## src/rtl/tlbpt_ram.sv

```systemverilog
// tlbpt_ram: generic simple dual-port ram, one write and one registered read.
// No dependencies.
module tlbpt_ram #(
   parameter int WIDTH = 8,
   parameter int DEPTH = 256
) (
   input  logic                     clock,
   input  logic                     wr_en,
   input  logic [$clog2(DEPTH)-1:0] wr_addr,
   input  logic [WIDTH-1:0]         wr_data,
   input  logic                     rd_en,
   input  logic [$clog2(DEPTH)-1:0] rd_addr,
   output logic [WIDTH-1:0]         rd_data
);
   logic [WIDTH-1:0] mem [DEPTH];

   always_ff @(posedge clock) begin
      if (wr_en) begin
         mem[wr_addr] <= wr_data;
      end
      if (rd_en) begin
         rd_data <= mem[rd_addr];
      end
   end
endmodule

```

## config.mk

```make
export PLATFORM = sky130hd
export DESIGN_NAME = tlbpt_ram
export DESIGN_NICKNAME = d
export VERILOG_FILES = /design/src/rtl/tlbpt_ram.sv
export SDC_FILE = /design/constraint.sdc
export NUM_CORES = 2
export LEC_CHECK = 0
export ABC_CLOCK_PERIOD_IN_PS = 2000
export CORE_MARGIN = 5
export CORE_UTILIZATION = 40
export CTS_BUF_LIST = sky130_fd_sc_hd__clkbuf_8
export DETAILED_ROUTE_END_ITERATION = 8
export DONT_BUFFER_PORTS = 1
export MAX_ROUTING_LAYER = met4
export PLACE_DENSITY = 0.65
export SLEW_MARGIN = 25
export SYNTH_ARGS = -nofsm -noshare
export SYNTH_HDL_FRONTEND = slang
export SYNTH_SLANG_ARGS = --single-unit
```

## constraint.sdc

```tcl
create_clock -name clock -period 2 [get_ports clock]
set_input_delay 0 -clock clock [delete_from_list [all_inputs] [get_ports clock]]
set_output_delay 0 -clock clock [all_outputs]
set_load 0.05 [all_outputs]
```

==> flow_summary_export.csv <==
group,metric,value,unit
detailed_routing,drt_iter0_markers,4810,
worst_setup_path,r2r-start,"mem[86][0]",
power,swShare,21.68,%
timing,finalSetupViolCount,9,
synth,async_reset_ff_share,0,%
synth,synth_area,79640,µm²
worst_setup_path,path_buf_inv,1,
clock_tree,cts_made_buffers,338,
placement,dp.cells,6617,
worst_setup_path,max_stage_delay,540,ps
worst_setup_path,reg2reg_to,"rd_data[0]",
clock_tree,cts.reportedPaths.clkPinSlew,60,ps
power,seqPwrFrac,56.9,%
power,power_density,908.9,nW/µm²
floorplan,rows,163,
detailed_routing,drc_errors,0,
power,p_int,65.65,mW
synth,postSynthCellCount,3733,
worst_setup_path,criticalPathCategory,"reg2reg",
cells_and_area,multiInputGateArea,16840,µm²
floorplan,die_x,456.2,µm
grt,gr-usage-met3,3.831,%
clock_tree,postCtsSetupBuffers,0,
timing,worst_slack,-389.8,ps
cells_and_area,areaGrowthSynthToFinish,15.80,%
power,p_sw,18.17,mW
synth,yosys.area_share.simple,2.625,%
floorplan,die_y,456.2,µm
worst_setup_path,crit_required,2730,ps
floorplan,start_util,40.30,%
outcome,violations,"negative hold slack, negative setup slack",
placement,dp_worst_setup_slack,-1023,ps
power,peakVddDrop,0.0006416,V
worst_hold_path,hp-start,"wr_data[3]",
detailed_routing,totalWireLength,202500,µm
flow_run,maxCapViolCount,0,
synth,ys_seq_elements,2056,
timing,grt_setup_unrepaired,"yes",
synth,synthAdderAreaFrac,0,%
worst_setup_path,critPathArrivalTime,3120,ps
cells_and_area,final_layout_size_suffix_gt1_share,30.37,%
grt,gr-total-overflow,0,
detailed_routing,wl_per_cell,27.95,µm
grt,antenna_found_initial,7,
grt,grt_pass1_vias,41540,
timing,holdWs,-844.2,ps
synth,synth_top_family_by_area,"multiplexers",
synth,yosysWarnings,0,
timing,maxSlewViolCount,0,
clock_tree,cts-htree-levels,5,
synth,synthMuxAreaShare,14.60,%
worst_setup_path,crit_path_cell_trace,"mux4_2 > mux4_2 > nor2b_4 > nor4_4 > buf_4 > nor4_2",
clock_tree,cts_sinks,2056,
floorplan,ios,35,
worst_setup_path,cpMostUsedCell,"mux4_2",
outcome,status,"finished, violations left",
timing,setup_tns,-2132,ps
timing,layout_worst_path_cycle_share,119.5,%
synth,synth.distinct_cells,54,
power,power,83.82,mW
worst_hold_path,hold_path_end,"mem[166][3]",
synth,syn_nets,3760,
clock_tree,cts_tree,"yes",
detailed_routing,vias,40930,
clock_tree,clkLatencyLatePin,1010,ps
floorplan,design.die.area,208100,µm²
timing,relSlewSlack,36.27,%
cells_and_area,register_area,61740,µm²
power,clkPwrFrac,38.6,%
detailed_routing,antenna_left,0,
placement,place_congestion,0.8099,
synth,syn_avg_cell_area,21.33,µm²
detailed_routing,viasPerCell,5.650,
grt,grt_pass1_wl,287700,µm
cells_and_area,instances_no_fill,7244,
timing,clock.fmax,0.4184,GHz
worst_setup_path,critPathMaxFanout,1,
detailed_routing,firstDrtPassIters,7,
worst_hold_path,min_path_cells,0,
synth,synth_edf_count,2056,
clock_tree,cts.path.max_buffers,4,
worst_setup_path,crit_family,"multiplexers",
cells_and_area,fillers,16230,
grt,gr-usage-met2,29.89,%
worst_hold_path,hold_class,"in2reg",
power,pwr-share-comb,4.5,%
worst_setup_path,end_kind,"register",
grt,grt_util_met1,25.49,%
synth,ys.flop_type,"edfxtp_1",
power,power.leakage,29.62,nW
synth,yosysSeqAreaShare,77.53,%
timing,worstMarginPinSlew,952.8,ps
placement,dp_hpwl,107300,µm
timing,clock_skew,83.69,ps
synth,synth_xor_xnor_area_share,0,%
worst_setup_path,reg2reg_slack,-390,ps
worst_setup_path,slowest_stage,"mux4_2",
synth,synth-compound-area-share,3.416,%
grt,grtUsageTotal,19.22,%
clock_tree,cts-root-buf,"clkbuf_8",
timing,hold_viol,2054,
grt,grt-busiest-layer,"met2",
floorplan,core,197600,µm²
worst_setup_path,r2r_cells,6,
timing,period_needed,2390,ps
grt,grt_max_degree,579,
cells_and_area,nNetsFinal,4389,
worst_setup_path,cp-start-kind,"register",
placement,port_buffers,0,
-- what timing repair did --
action,4_1_cts,5_1_grt
hold buffers,27,6
pin swaps,24,11
setup endpoints to repair,15,147
gates cloned,0,7
hold endpoints to repair,4106,2206
resized for setup,49,25
-- worst reg2reg max path, cell delays in order, from the launching register on --
cell,delay [ps]
edfxtp_1,390
mux4_2,500
mux4_2,540
nor2b_4,170
nor4_4,320
buf_4,200
nor4_2,40
-- placed cells by master (no fill, tap or decap), drive strengths merged, types with 5 or more instances in the layout --
master	instances
edfxtp	2056
buf	487
mux4	456
clkbuf	350
nor2	282
mux2i	134
a22oi	133
inv	118
clkinv	98
a21oi	96
o221ai	47
nand3	34
nand2	33
nor2b	31
o22ai	28
nor4	27
nor3	22
dlygate4sd3	21
a211oi	16
diode	14
a221oi	14
o21ai	12
nand4	10
o211ai	10
nand2b	8
a22o	8
clkinvlp	7
and2	6
dlymetal6s4s	6
o22a	5
bufinv	5
o32ai	5
a2111oi	5
-- layer usage --
layer	vias to the layer above	wire, µm
li1	17010	-
met1	21640	80860
met4	0	6646
met3	402	16480
met2	1883	98510
met5	-	0
-- logic make-up after synthesis --
kind of cell,Yosys count
AO/OA/AOI/OAI,385
buffers and inverters,235
flip-flops,2056
multiplexers,591
AND/OR/NAND/NOR,466
-- power groups by stage --
stage | Sequential [mW] | Combinational (mW) | Clock (mW)
floorplan | 48.5 | 2.33 | 0
global placement | 48.6 | 2.82 | 0
detailed placement | 48.6 | 2.83 | 0
CTS | 47.7 | 3.07 | 33.0
global route | 47.7 | 3.96 | 35.1
finish | 47.7 | 3.79 | 32.3
-- cells in the mapped netlist, types with 5 or more instances --
cell / count / area (µm²)
a211oi_1: 16 / 120.1
a21oi_1: 96 / 480.5
a221oi_1: 13 / 113.9
a22o_1: 8 / 70.07
a22oi_1: 133 / 998.5
and2_1: 6 / 37.54
buf_1: 22 / 82.58
buf_12: 8 / 160.2
buf_2: 31 / 155.2
buf_4: 27 / 202.7
buf_6: 21 / 236.5
buf_8: 13 / 195.2
clkbuf_1: 111 / 416.7
edfxtp_1: 2056 / 61740
mux2i_1: 134 / 1341
mux4_2: 454 / 10220
nand2_1: 33 / 123.9
nand2b_1: 8 / 50.05
nand3_1: 34 / 170.2
nand4_1: 10 / 62.56
nor2_1: 282 / 1059
nor2b_1: 31 / 193.9
nor3_1: 22 / 110.1
nor4_1: 24 / 150.1
o211ai_1: 10 / 75.07
o21ai_0: 10 / 50.05
o221ai_1: 46 / 402.9
o22a_1: 5 / 43.79
o22ai_1: 28 / 175.2
-- flip-flops by register name, summed over array words and instances (netlist names) --
register,flops
rd_data,8
mem,2048
-- through the flow --
stage	util [%]	area, µm²
final	46.67	92220
after global routing	46.66	92210
after CTS	46.38	91660
after detailed placement	43.19	85350
after global placement	43.19	85350
after floorplan	-	79730
-- area by class of cell --
| type | count | area share [%] |
|---|---|---|
| clock buffers | 342 | 5.104 |
| repair buffers | 522 | 4.928 |
| multi-input cells | 1442 | 18.26 |
| flip-flops and latches | 2056 | 66.95 |
| diodes | 14 | 0.03799 |
| clock inverters | 226 | 1.134 |
| well taps | 2640 | 3.582 |
| inverters | 2 | 0.008140 |
-- worst max-delay path by stage --
stage / start / to / slack, ps / cells after the start
floorplan: rd_addr[1] / rd_data[2] / -5 / 9
global placement: rd_addr[0] / rd_data[4] / -1050 / 6
detailed placement: rd_addr[0] / rd_data[4] / -1020 / 6
CTS: mem[143][4] / rd_data[4] / -410 / 6
global route: mem[173][0] / rd_data[0] / -420 / 6
finish: mem[86][0] / rd_data[0] / -390 / 6
Note: power is estimated with default switching activity, not from simulation.
