### src/rtl/tlbpt_pkg.sv
// tlbpt_pkg: sizes, types and transaction structs shared by the translator
// modules. No dependencies.
package tlbpt_pkg;

   localparam int TLB_ENTRIES   = 16;
   localparam int OFFSET_WIDTH  = 8;
   localparam int PAGE_WIDTH    = 8;

   localparam int ADDRESS_WIDTH = 16;
   localparam int DATA_WIDTH    = 8;
   localparam int COUNT_WIDTH   = 32;

   localparam int PAGE_COUNT    = 1 << PAGE_WIDTH;
   localparam int PAGE_BYTES    = 1 << OFFSET_WIDTH;
   localparam int PHYS_WIDTH    = PAGE_WIDTH + OFFSET_WIDTH;
   localparam int FRAME_DEPTH   = 1 << PHYS_WIDTH;
   localparam int BACKING_DEPTH = 1 << ADDRESS_WIDTH;
   localparam int FREE_WIDTH    = PAGE_WIDTH + 1;
   localparam int TLB_IDX_WIDTH = $clog2(TLB_ENTRIES);
   localparam int TLB_CNT_WIDTH = $clog2(TLB_ENTRIES + 1);

   // transaction codes on req_op
   localparam logic OP_TRANSLATE = 1'b0;
   localparam logic OP_LOAD      = 1'b1;

   typedef logic [PAGE_WIDTH-1:0]    page_type;
   typedef logic [TLB_IDX_WIDTH-1:0] tlb_idx_type;
   typedef logic [TLB_CNT_WIDTH-1:0] tlb_cnt_type;

   // lookup answer from the tlb
   typedef struct packed {
      logic        hit;
      tlb_idx_type pos;
      page_type    frame;
   } tlb_look_type;

   // reorder command to the tlb: drop an entry (hit position, or oldest when full) and append
   typedef struct packed {
      logic        valid;
      logic        hit;
      tlb_idx_type pos;
      page_type    page;
      page_type    frame;
   } tlb_update_type;

endpackage

### src/rtl/tlbpt_tlb.sv
// tlbpt_tlb: tlb held oldest to newest, parallel tag match, shift-down reorder.
// Depends on tlbpt_pkg.
module tlbpt_tlb (
   input  logic                      clock,
   input  logic                      reset,
   input  tlbpt_pkg::page_type       look_page,
   input  tlbpt_pkg::tlb_update_type upd,
   output tlbpt_pkg::tlb_look_type   look
);
   import tlbpt_pkg::*;

   page_type    tag_ff   [TLB_ENTRIES];
   page_type    tag_in   [TLB_ENTRIES];
   page_type    frame_ff [TLB_ENTRIES];
   page_type    frame_in [TLB_ENTRIES];
   tlb_cnt_type fill_ff;
   tlb_cnt_type fill_in;

   logic        rm;
   tlb_idx_type rm_pos;
   tlb_cnt_type fill_after;

   // lowest matching filled entry wins
   always_comb begin
      look = '0;
      for (int i = TLB_ENTRIES - 1; i >= 0; i--) begin
         if (TLB_CNT_WIDTH'(i) < fill_ff && tag_ff[i] == look_page) begin
            look.hit   = 1'b1;
            look.pos   = TLB_IDX_WIDTH'(i);
            look.frame = frame_ff[i];
         end
      end
   end

   always_comb begin
      rm     = upd.valid && (upd.hit || fill_ff == TLB_CNT_WIDTH'(TLB_ENTRIES));
      rm_pos = upd.hit ? upd.pos : '0;
      fill_after = rm ? fill_ff - 1'b1 : fill_ff;
      for (int i = 0; i < TLB_ENTRIES; i++) begin
         tag_in[i]   = tag_ff[i];
         frame_in[i] = frame_ff[i];
      end
      // close the gap left by the dropped entry
      for (int i = 0; i < TLB_ENTRIES - 1; i++) begin
         if (rm && TLB_IDX_WIDTH'(i) >= rm_pos) begin
            tag_in[i]   = tag_ff[i + 1];
            frame_in[i] = frame_ff[i + 1];
         end
      end
      // append as newest
      for (int i = 0; i < TLB_ENTRIES; i++) begin
         if (upd.valid && TLB_CNT_WIDTH'(i) == fill_after) begin
            tag_in[i]   = upd.page;
            frame_in[i] = upd.frame;
         end
      end
      fill_in = upd.valid ? fill_after + 1'b1 : fill_ff;
   end

   always_ff @(posedge clock) begin
      if (reset) begin
         fill_ff <= '0;
      end else begin
         fill_ff <= fill_in;
      end
   end

   always_ff @(posedge clock) begin
      for (int i = 0; i < TLB_ENTRIES; i++) begin
         tag_ff[i]   <= tag_in[i];
         frame_ff[i] <= frame_in[i];
      end
   end
endmodule

### config.mk
export PLATFORM = sky130hd
export DESIGN_NAME = tlbpt_tlb
export DESIGN_NICKNAME = d
export VERILOG_FILES = /design/src/rtl/tlbpt_pkg.sv /design/src/rtl/tlbpt_tlb.sv
export SDC_FILE = /design/constraint.sdc
export NUM_CORES = 1
export LEC_CHECK = 0
export BUFFER_PORTS_ARGS = -buffer_cell sky130_fd_sc_hd__buf_2
export CAP_MARGIN = 25
export CORE_ASPECT_RATIO = 0.8
export CORE_MARGIN = 8
export CORE_UTILIZATION = 60
export DETAILED_ROUTE_END_ITERATION = 12
export PLACE_DENSITY = 0.8
export SLEW_MARGIN = 20
export SYNTH_ARGS = -nofsm -noshare
export SYNTH_HDL_FRONTEND = slang
export SYNTH_SLANG_ARGS = --single-unit
### constraint.sdc
create_clock -name clock -period 9.8 [get_ports clock]
set_clock_uncertainty 0.05 [all_clocks]
set_input_delay 1.47 -clock clock [delete_from_list [all_inputs] [get_ports clock]]
set_output_delay 1.47 -clock clock [all_outputs]
set_load 0.02 [all_outputs]
==> results of run 1 <==
cells by family (layout without fill, tap and decap cells):
group           after synthesis  count (layout)  share of synthesized area (%)
fa+ha+maj                     7               7                         0.5801
compound gates              138             138                          6.556
flops                       261             261                          51.58
xor+xnor                    134             134                          7.824
mux                         243             243                          20.34
buf+inv                      88             124                          3.564
simple gates                239             239                          9.556
state kept, by name, summed over array words and instances, names as in the netlist:
signal,count
tag_ff,128
fill_ff,5
frame_ff,128
per-stage QoR:
step           hold WS [ns]  area [sq um]  utilization, %  setup slack, ns
3_5_place_dp         0.5054         15360           61.47            3.557
4_1_cts              0.5222         16230           64.98            3.540
2_1_floorplan        0.4901         15100               -            4.674
3_3_place_gp         0.4973         15360           61.47            3.621
5_1_grt              0.5396         16240           65.01            3.394
6_report             0.5258         16240           65.01            3.756
cell type report:
type,instances,area [sq um]
fillers,1860,8741
inverters,14,52.55
flip-flops and latches,261,7787
multi-input cells,761,6795
clock inverters,15,121.4
well taps,324,405.4
clock buffers,37,755.7
repair buffers,58,325.3
where the power goes:
part	switching (mW)	total (mW)	leakage, nW	internal (mW)
clock network	0.434	1.03	0.430	0.592
logic	0.253	0.451	3.18	0.198
registers	0.0601	1.42	2.43	1.36
total	0.746	2.90	6.04	2.15
layer usage:
| metal | vias up | GRT usage, % |
|---|---|---|
| met5 | - | 0 |
| met4 | 0 | 5.925 |
| met3 | 71 | 3.718 |
| met2 | 349 | 36.42 |
| met1 | 4572 | 30.27 |
| li1 | 4253 | - |
cells in the final DEF, fill, tap and decap left out, types with 14 or more instances in the layout:
| master | count |
|---|---|
| buf_2 | 44 |
| xor2_1 | 60 |
| mux2_4 | 90 |
| xnor2_1 | 73 |
| buf_4 | 14 |
| a21oi_1 | 17 |
| nor4_1 | 17 |
| nand2_1 | 43 |
| inv_1 | 14 |
| mux2_2 | 150 |
| nor2_1 | 52 |
| nor3_1 | 22 |
| nand4_1 | 19 |
| o21ai_0 | 24 |
| clkbuf_16 | 29 |
| edfxtp_1 | 256 |
| nand3_1 | 21 |
worst paths after layout:
check | endpoint | startpoint | cells past startpoint
min reg2reg | frame_ff[0][51]$_DFFE_PP_ | frame_ff[0][59]$_DFFE_PP_ | 1
max | look[1] | look_page[4] | 9
max reg2reg | frame_ff[1][42]$_DFFE_PP_ | fill_ff[0]$_SDFFE_PP0P_ | 9
min | frame_ff[0][51]$_DFFE_PP_ | frame_ff[0][59]$_DFFE_PP_ | 1
worst max-delay path: cells and delay by family:
kind                      cells  cell delay [ns]
AOI/OAI and AO/OA             3             0.73
xor gates and xnor gates      1             0.12
buffers and inverters         2             0.59
and+or+nand+nor               3             1.60
==> impl_metrics.ini, run 1 <==
[logic_synthesis]
ys_seq_area_share_pct = 51.58
syn_avg_cell_area_sq_um = 13.60
syn_area_sq_mm = 0.01510
ys.flop_type = edfxtp_1
synthTopCellsByCount = edfxtp_1, mux2_2, mux2_4, xnor2_1, xor2_1
yosys_warnings = 0
synthArstFlopShare_pct = 0
ys_types = 75
syn_inst = 1110
synth_top_area_cell = edfxtp_1
ys_ff_latch = 261
yosysMostFrequentCell = edfxtp_1
syn-num-nets = 1149
synth_edf_count = 256
synth_area_leaders = edfxtp_1, mux2_2, mux2_4
synth_top_area_share_pct = 50.92

[sta]
min_period_ns = 6.044
timing.final.crit_share_pct = 61.68
slew_violations = 0
worst-slew-pin-transition_ns = 0.8862
hold_viol = 0
rsz0062_at_grt = no
slew_headroom_pct = 40.75
setup_viol = 0
fmax_mhz = 165.4
setup_tns_ns = 0

[clock_network]
cts_tree = done
insertion_delay_ns = 0.54
hold_buffers = 0
clkSinkCount = 261
htreeDepth = 1
clkSlewWorstSetupHoldPaths_ns = 0.06
cts-resized-gates = 0
cts_buffers = 28
cts_setup_buffers = 0
cts-root-buf = clkbuf_16
clock_tree.buffer_depth = 3

[critical_path]
reg2reg_setup_slack_ns = 5.26
path_cells = buf_2 > xor2_1 > a2111oi_0 > nand4_1 > nand3b_1 > o21ai_0 > or3b_2 > o21ai_1 > buf_2
criticalPathCategory = primary input to output port
start_kind = primary input
cp_common_cell = buf_2
path_max_fanout = 20
worst_ep_arrival_time_ns = 4.52
end_kind = output port
slowest_delay_ns = 0.77
required_ns = 8.28
crit_slowest_cell = nand4_1

[floorplan]
die_area_sq_mm = 0.03053
coreArea_sq_mm = 0.02498
die_w_um = 193.3
io_pins = 45
start_util_pct = 60.43
die_height_um = 157.9
num_rows = 52

[detailed_routing]
top_layer_used = met4
drt_first_pass_iters = 7
drtIter0Drc = 809
totalWireLength_um = 34190
wl_per_cell_um = 23.26
wl_met3_um = 2301
vias = 9245
drt-vias-per-instance = 6.289
wl_met2_um = 15840
ant_nets = 0
wirelength_met1_um = 15210
drc_errors = 0

[finish]
drive_gt1_share_pct = 32.64
diodes = 0
syn_to_final_growth_pct = 7.592
nets = 1163
fin_cells = 1470

[placement]
place_congestion = 0.8546
io_buffers = 44
hpwl_um = 25200
dp_cells = 1418

[global_route]
antenna_found_initial = 0
grt_max_degree = 23
grt_pass1_wl_um = 53830
grtUsageTotal_pct = 22.15
grt_overflow_total = 0
grt_pass1_vias = 9503

[power_and_ir_drop]
power_density_mw_per_mm2 = 178.3
power_leakage_nw = 6.035
vdd_drop_max_mv = 0.1572
finalPower_mw = 2.896

[worst_hold_path]
hold_path_class = flip-flop to flip-flop

[outcome]
status = completed

[job]
cap_violations = 0
Power figures use the tool's default switching activity.
==> inputs of run 2 (changes only) <==
--- a/config.mk
+++ b/config.mk
@@ -9,7 +9,7 @@
 export CAP_MARGIN = 25
 export CORE_ASPECT_RATIO = 0.8
 export CORE_MARGIN = 8
-export CORE_UTILIZATION = 60
+export CORE_UTILIZATION = 57
 export DETAILED_ROUTE_END_ITERATION = 12
 export PLACE_DENSITY = 0.8
 export SLEW_MARGIN = 20
==> constraint.sdc (replaced) <==
create_clock -name clock -period 5.15 [get_ports clock]
set_clock_uncertainty 0.05 [all_clocks]
set_input_delay 0.7725 -clock clock [delete_from_list [all_inputs] [get_ports clock]]
set_output_delay 0.7725 -clock clock [all_outputs]
set_load 0.02 [all_outputs]
==> run 2 against run 1 <==
Effect of this change:
- non-clock buffer count grew 9
- critical path depth shrank 1
- critical endpoint is now look[3]
- setup slack lost 3.4 ns
- combinational power grew 89%
- clock power grew 78%
- largest power group unchanged
- first-iteration DRC count grew 3.8%
- total power grew 86%
- flip-flop and latch count is the same
- sequential share of layout area shrank 0.10 points
==> impl_metrics.ini, run 2 (synthesis gave the netlist of run 1 again) <==
[outcome]
status = completed

[clock_network]
clkSinkCount = 261
cts-resized-gates = 0
cts_buffers = 27
cts-root-buf = clkbuf_16
htreeDepth = 1
hold_buffers = 0
clock_tree.buffer_depth = 3
cts_tree = done
insertion_delay_ns = 0.53
cts_setup_buffers = 0
clkSlewWorstSetupHoldPaths_ns = 0.06

[critical_path]
worst_ep_arrival_time_ns = 4.00
criticalPathCategory = flip-flop to output port
required_ns = 4.33
slowest_delay_ns = 0.82
path_buf_inv = 1
start_kind = flip-flop
path_max_fanout = 17
critPathTopFamily = simple AND/OR/NAND/NOR gates
path_cells = nor3b_1 > a211oi_1 > nand3_1 > nand2_1 > or4_1 > a21oi_1 > o21a_1 > buf_2
reg2reg_setup_slack_ns = 1.00
crit_slowest_cell = dfxtp_1
end_kind = output port

[power_and_ir_drop]
p_int_mw = 4.012
p_comb_share_pct = 15.8
power.clock.fraction_pct = 33.9
switchingPower_mw = 1.384
switching_share_pct = 25.65
vdd_drop_max_mv = 0.3204
power_density_mw_per_mm2 = 331.5
power_leakage_nw = 6.029
finalPower_mw = 5.396
seqPwrFrac_pct = 50.3

[detailed_routing]
wl_per_cell_um = 23.06
drt_first_pass_iters = 5
drc_errors = 0
drtIter0Drc = 840
ant_nets = 0
totalWireLength_um = 34730
drt-vias-per-instance = 6.256
vias = 9421

[sta]
min_period_ns = 4.826
setup_tns_ns = 0
worst-slew-pin-transition_ns = 0.9303
timing.final.crit_share_pct = 93.70
slew_violations = 0
hold_viol = 0
rsz0062_at_grt = no
setup_viol = 0
fmax_mhz = 207.2
slew_headroom_pct = 37.89
whs_ns = 0.4230

[floorplan]
die_height_um = 161.6
io_pins = 45
start_util_pct = 57.78
coreArea_sq_mm = 0.02613
num_rows = 53
die_area_sq_mm = 0.03198
die_w_um = 198.0

[worst_hold_path]
hold_path_class = primary input to flip-flop

[finish]
drive_gt1_share_pct = 32.64
post-route-util_pct = 62.30
nets = 1171
diodes = 0
syn_to_final_growth_pct = 7.816
final_cell_mix = edfxtp_1, mux2_2, mux2_4, xnor2_1, xor2_1
final_common_cell = edfxtp_1
reg_top3 = frame_ff (128), tag_ff (128), fill_ff (5)

[placement]
place_congestion = 0.8939
io_buffers = 44
hpwl_um = 25700

[global_route]
grt_pass1_vias = 9686
grt_pass1_wl_um = 55320
grtUsageTotal_pct = 21.74
antenna_found_initial = 0
grt_max_degree = 23
grt_overflow_total = 0

[job]
cap_violations = 0
-- run 2: power groups by stage --
stage	Sequential [mW]	Combinational (mW)	Clock, mW
CTS	2.71	0.851	1.86
floorplan	2.70	0.684	0
finish	2.71	0.854	1.83
global placement	2.74	0.815	0
detailed placement	2.75	0.846	0
global route	2.73	0.917	1.94
-- run 2: routing by layer --
layer | up-vias | GRT usage [%] | wire, um
met1 | 4687 | 29.77 | 15180
li1 | 4263 | - | -
met4 | 0 | 5.659 | 740
met3 | 61 | 3.847 | 2604
met2 | 410 | 35.29 | 16210
met5 | - | 0 | 0
-- run 2: layout make-up --
type	instances	area, sq um
Fill cell	2004	9851
Sequential cell	261	7787
Multi-Input combinational cell	761	6795
Clock buffer	32	694.4
Tap cell	357	446.7
Timing Repair Buffer	67	392.9
Clock inverter	14	107.6
Inverter	14	52.55
-- run 2: metrics by stage --
step	worst slack [ns]	instance area [sq um]	instances
finish	0.3244	16280	1506
floorplan	1.192	15100	1110
global route	0.1788	16280	1506
CTS	0.3919	16280	1506
global placement	0.7670	15470	1460
detailed placement	0.7083	15470	1460
-- run 2: final timing paths --
kind / startpoint / to / depth (start not counted)
setup / recovery: fill_ff[3]$_SDFFE_PP0P_ / look[3] / 8
hold / removal: reset / fill_ff[3]$_SDFFE_PP0P_ / 2
setup reg to reg: fill_ff[0]$_SDFFE_PP0P_ / frame_ff[0][56]$_DFFE_PP_ / 10
hold reg to reg: frame_ff[0][53]$_DFFE_PP_ / frame_ff[0][45]$_DFFE_PP_ / 1
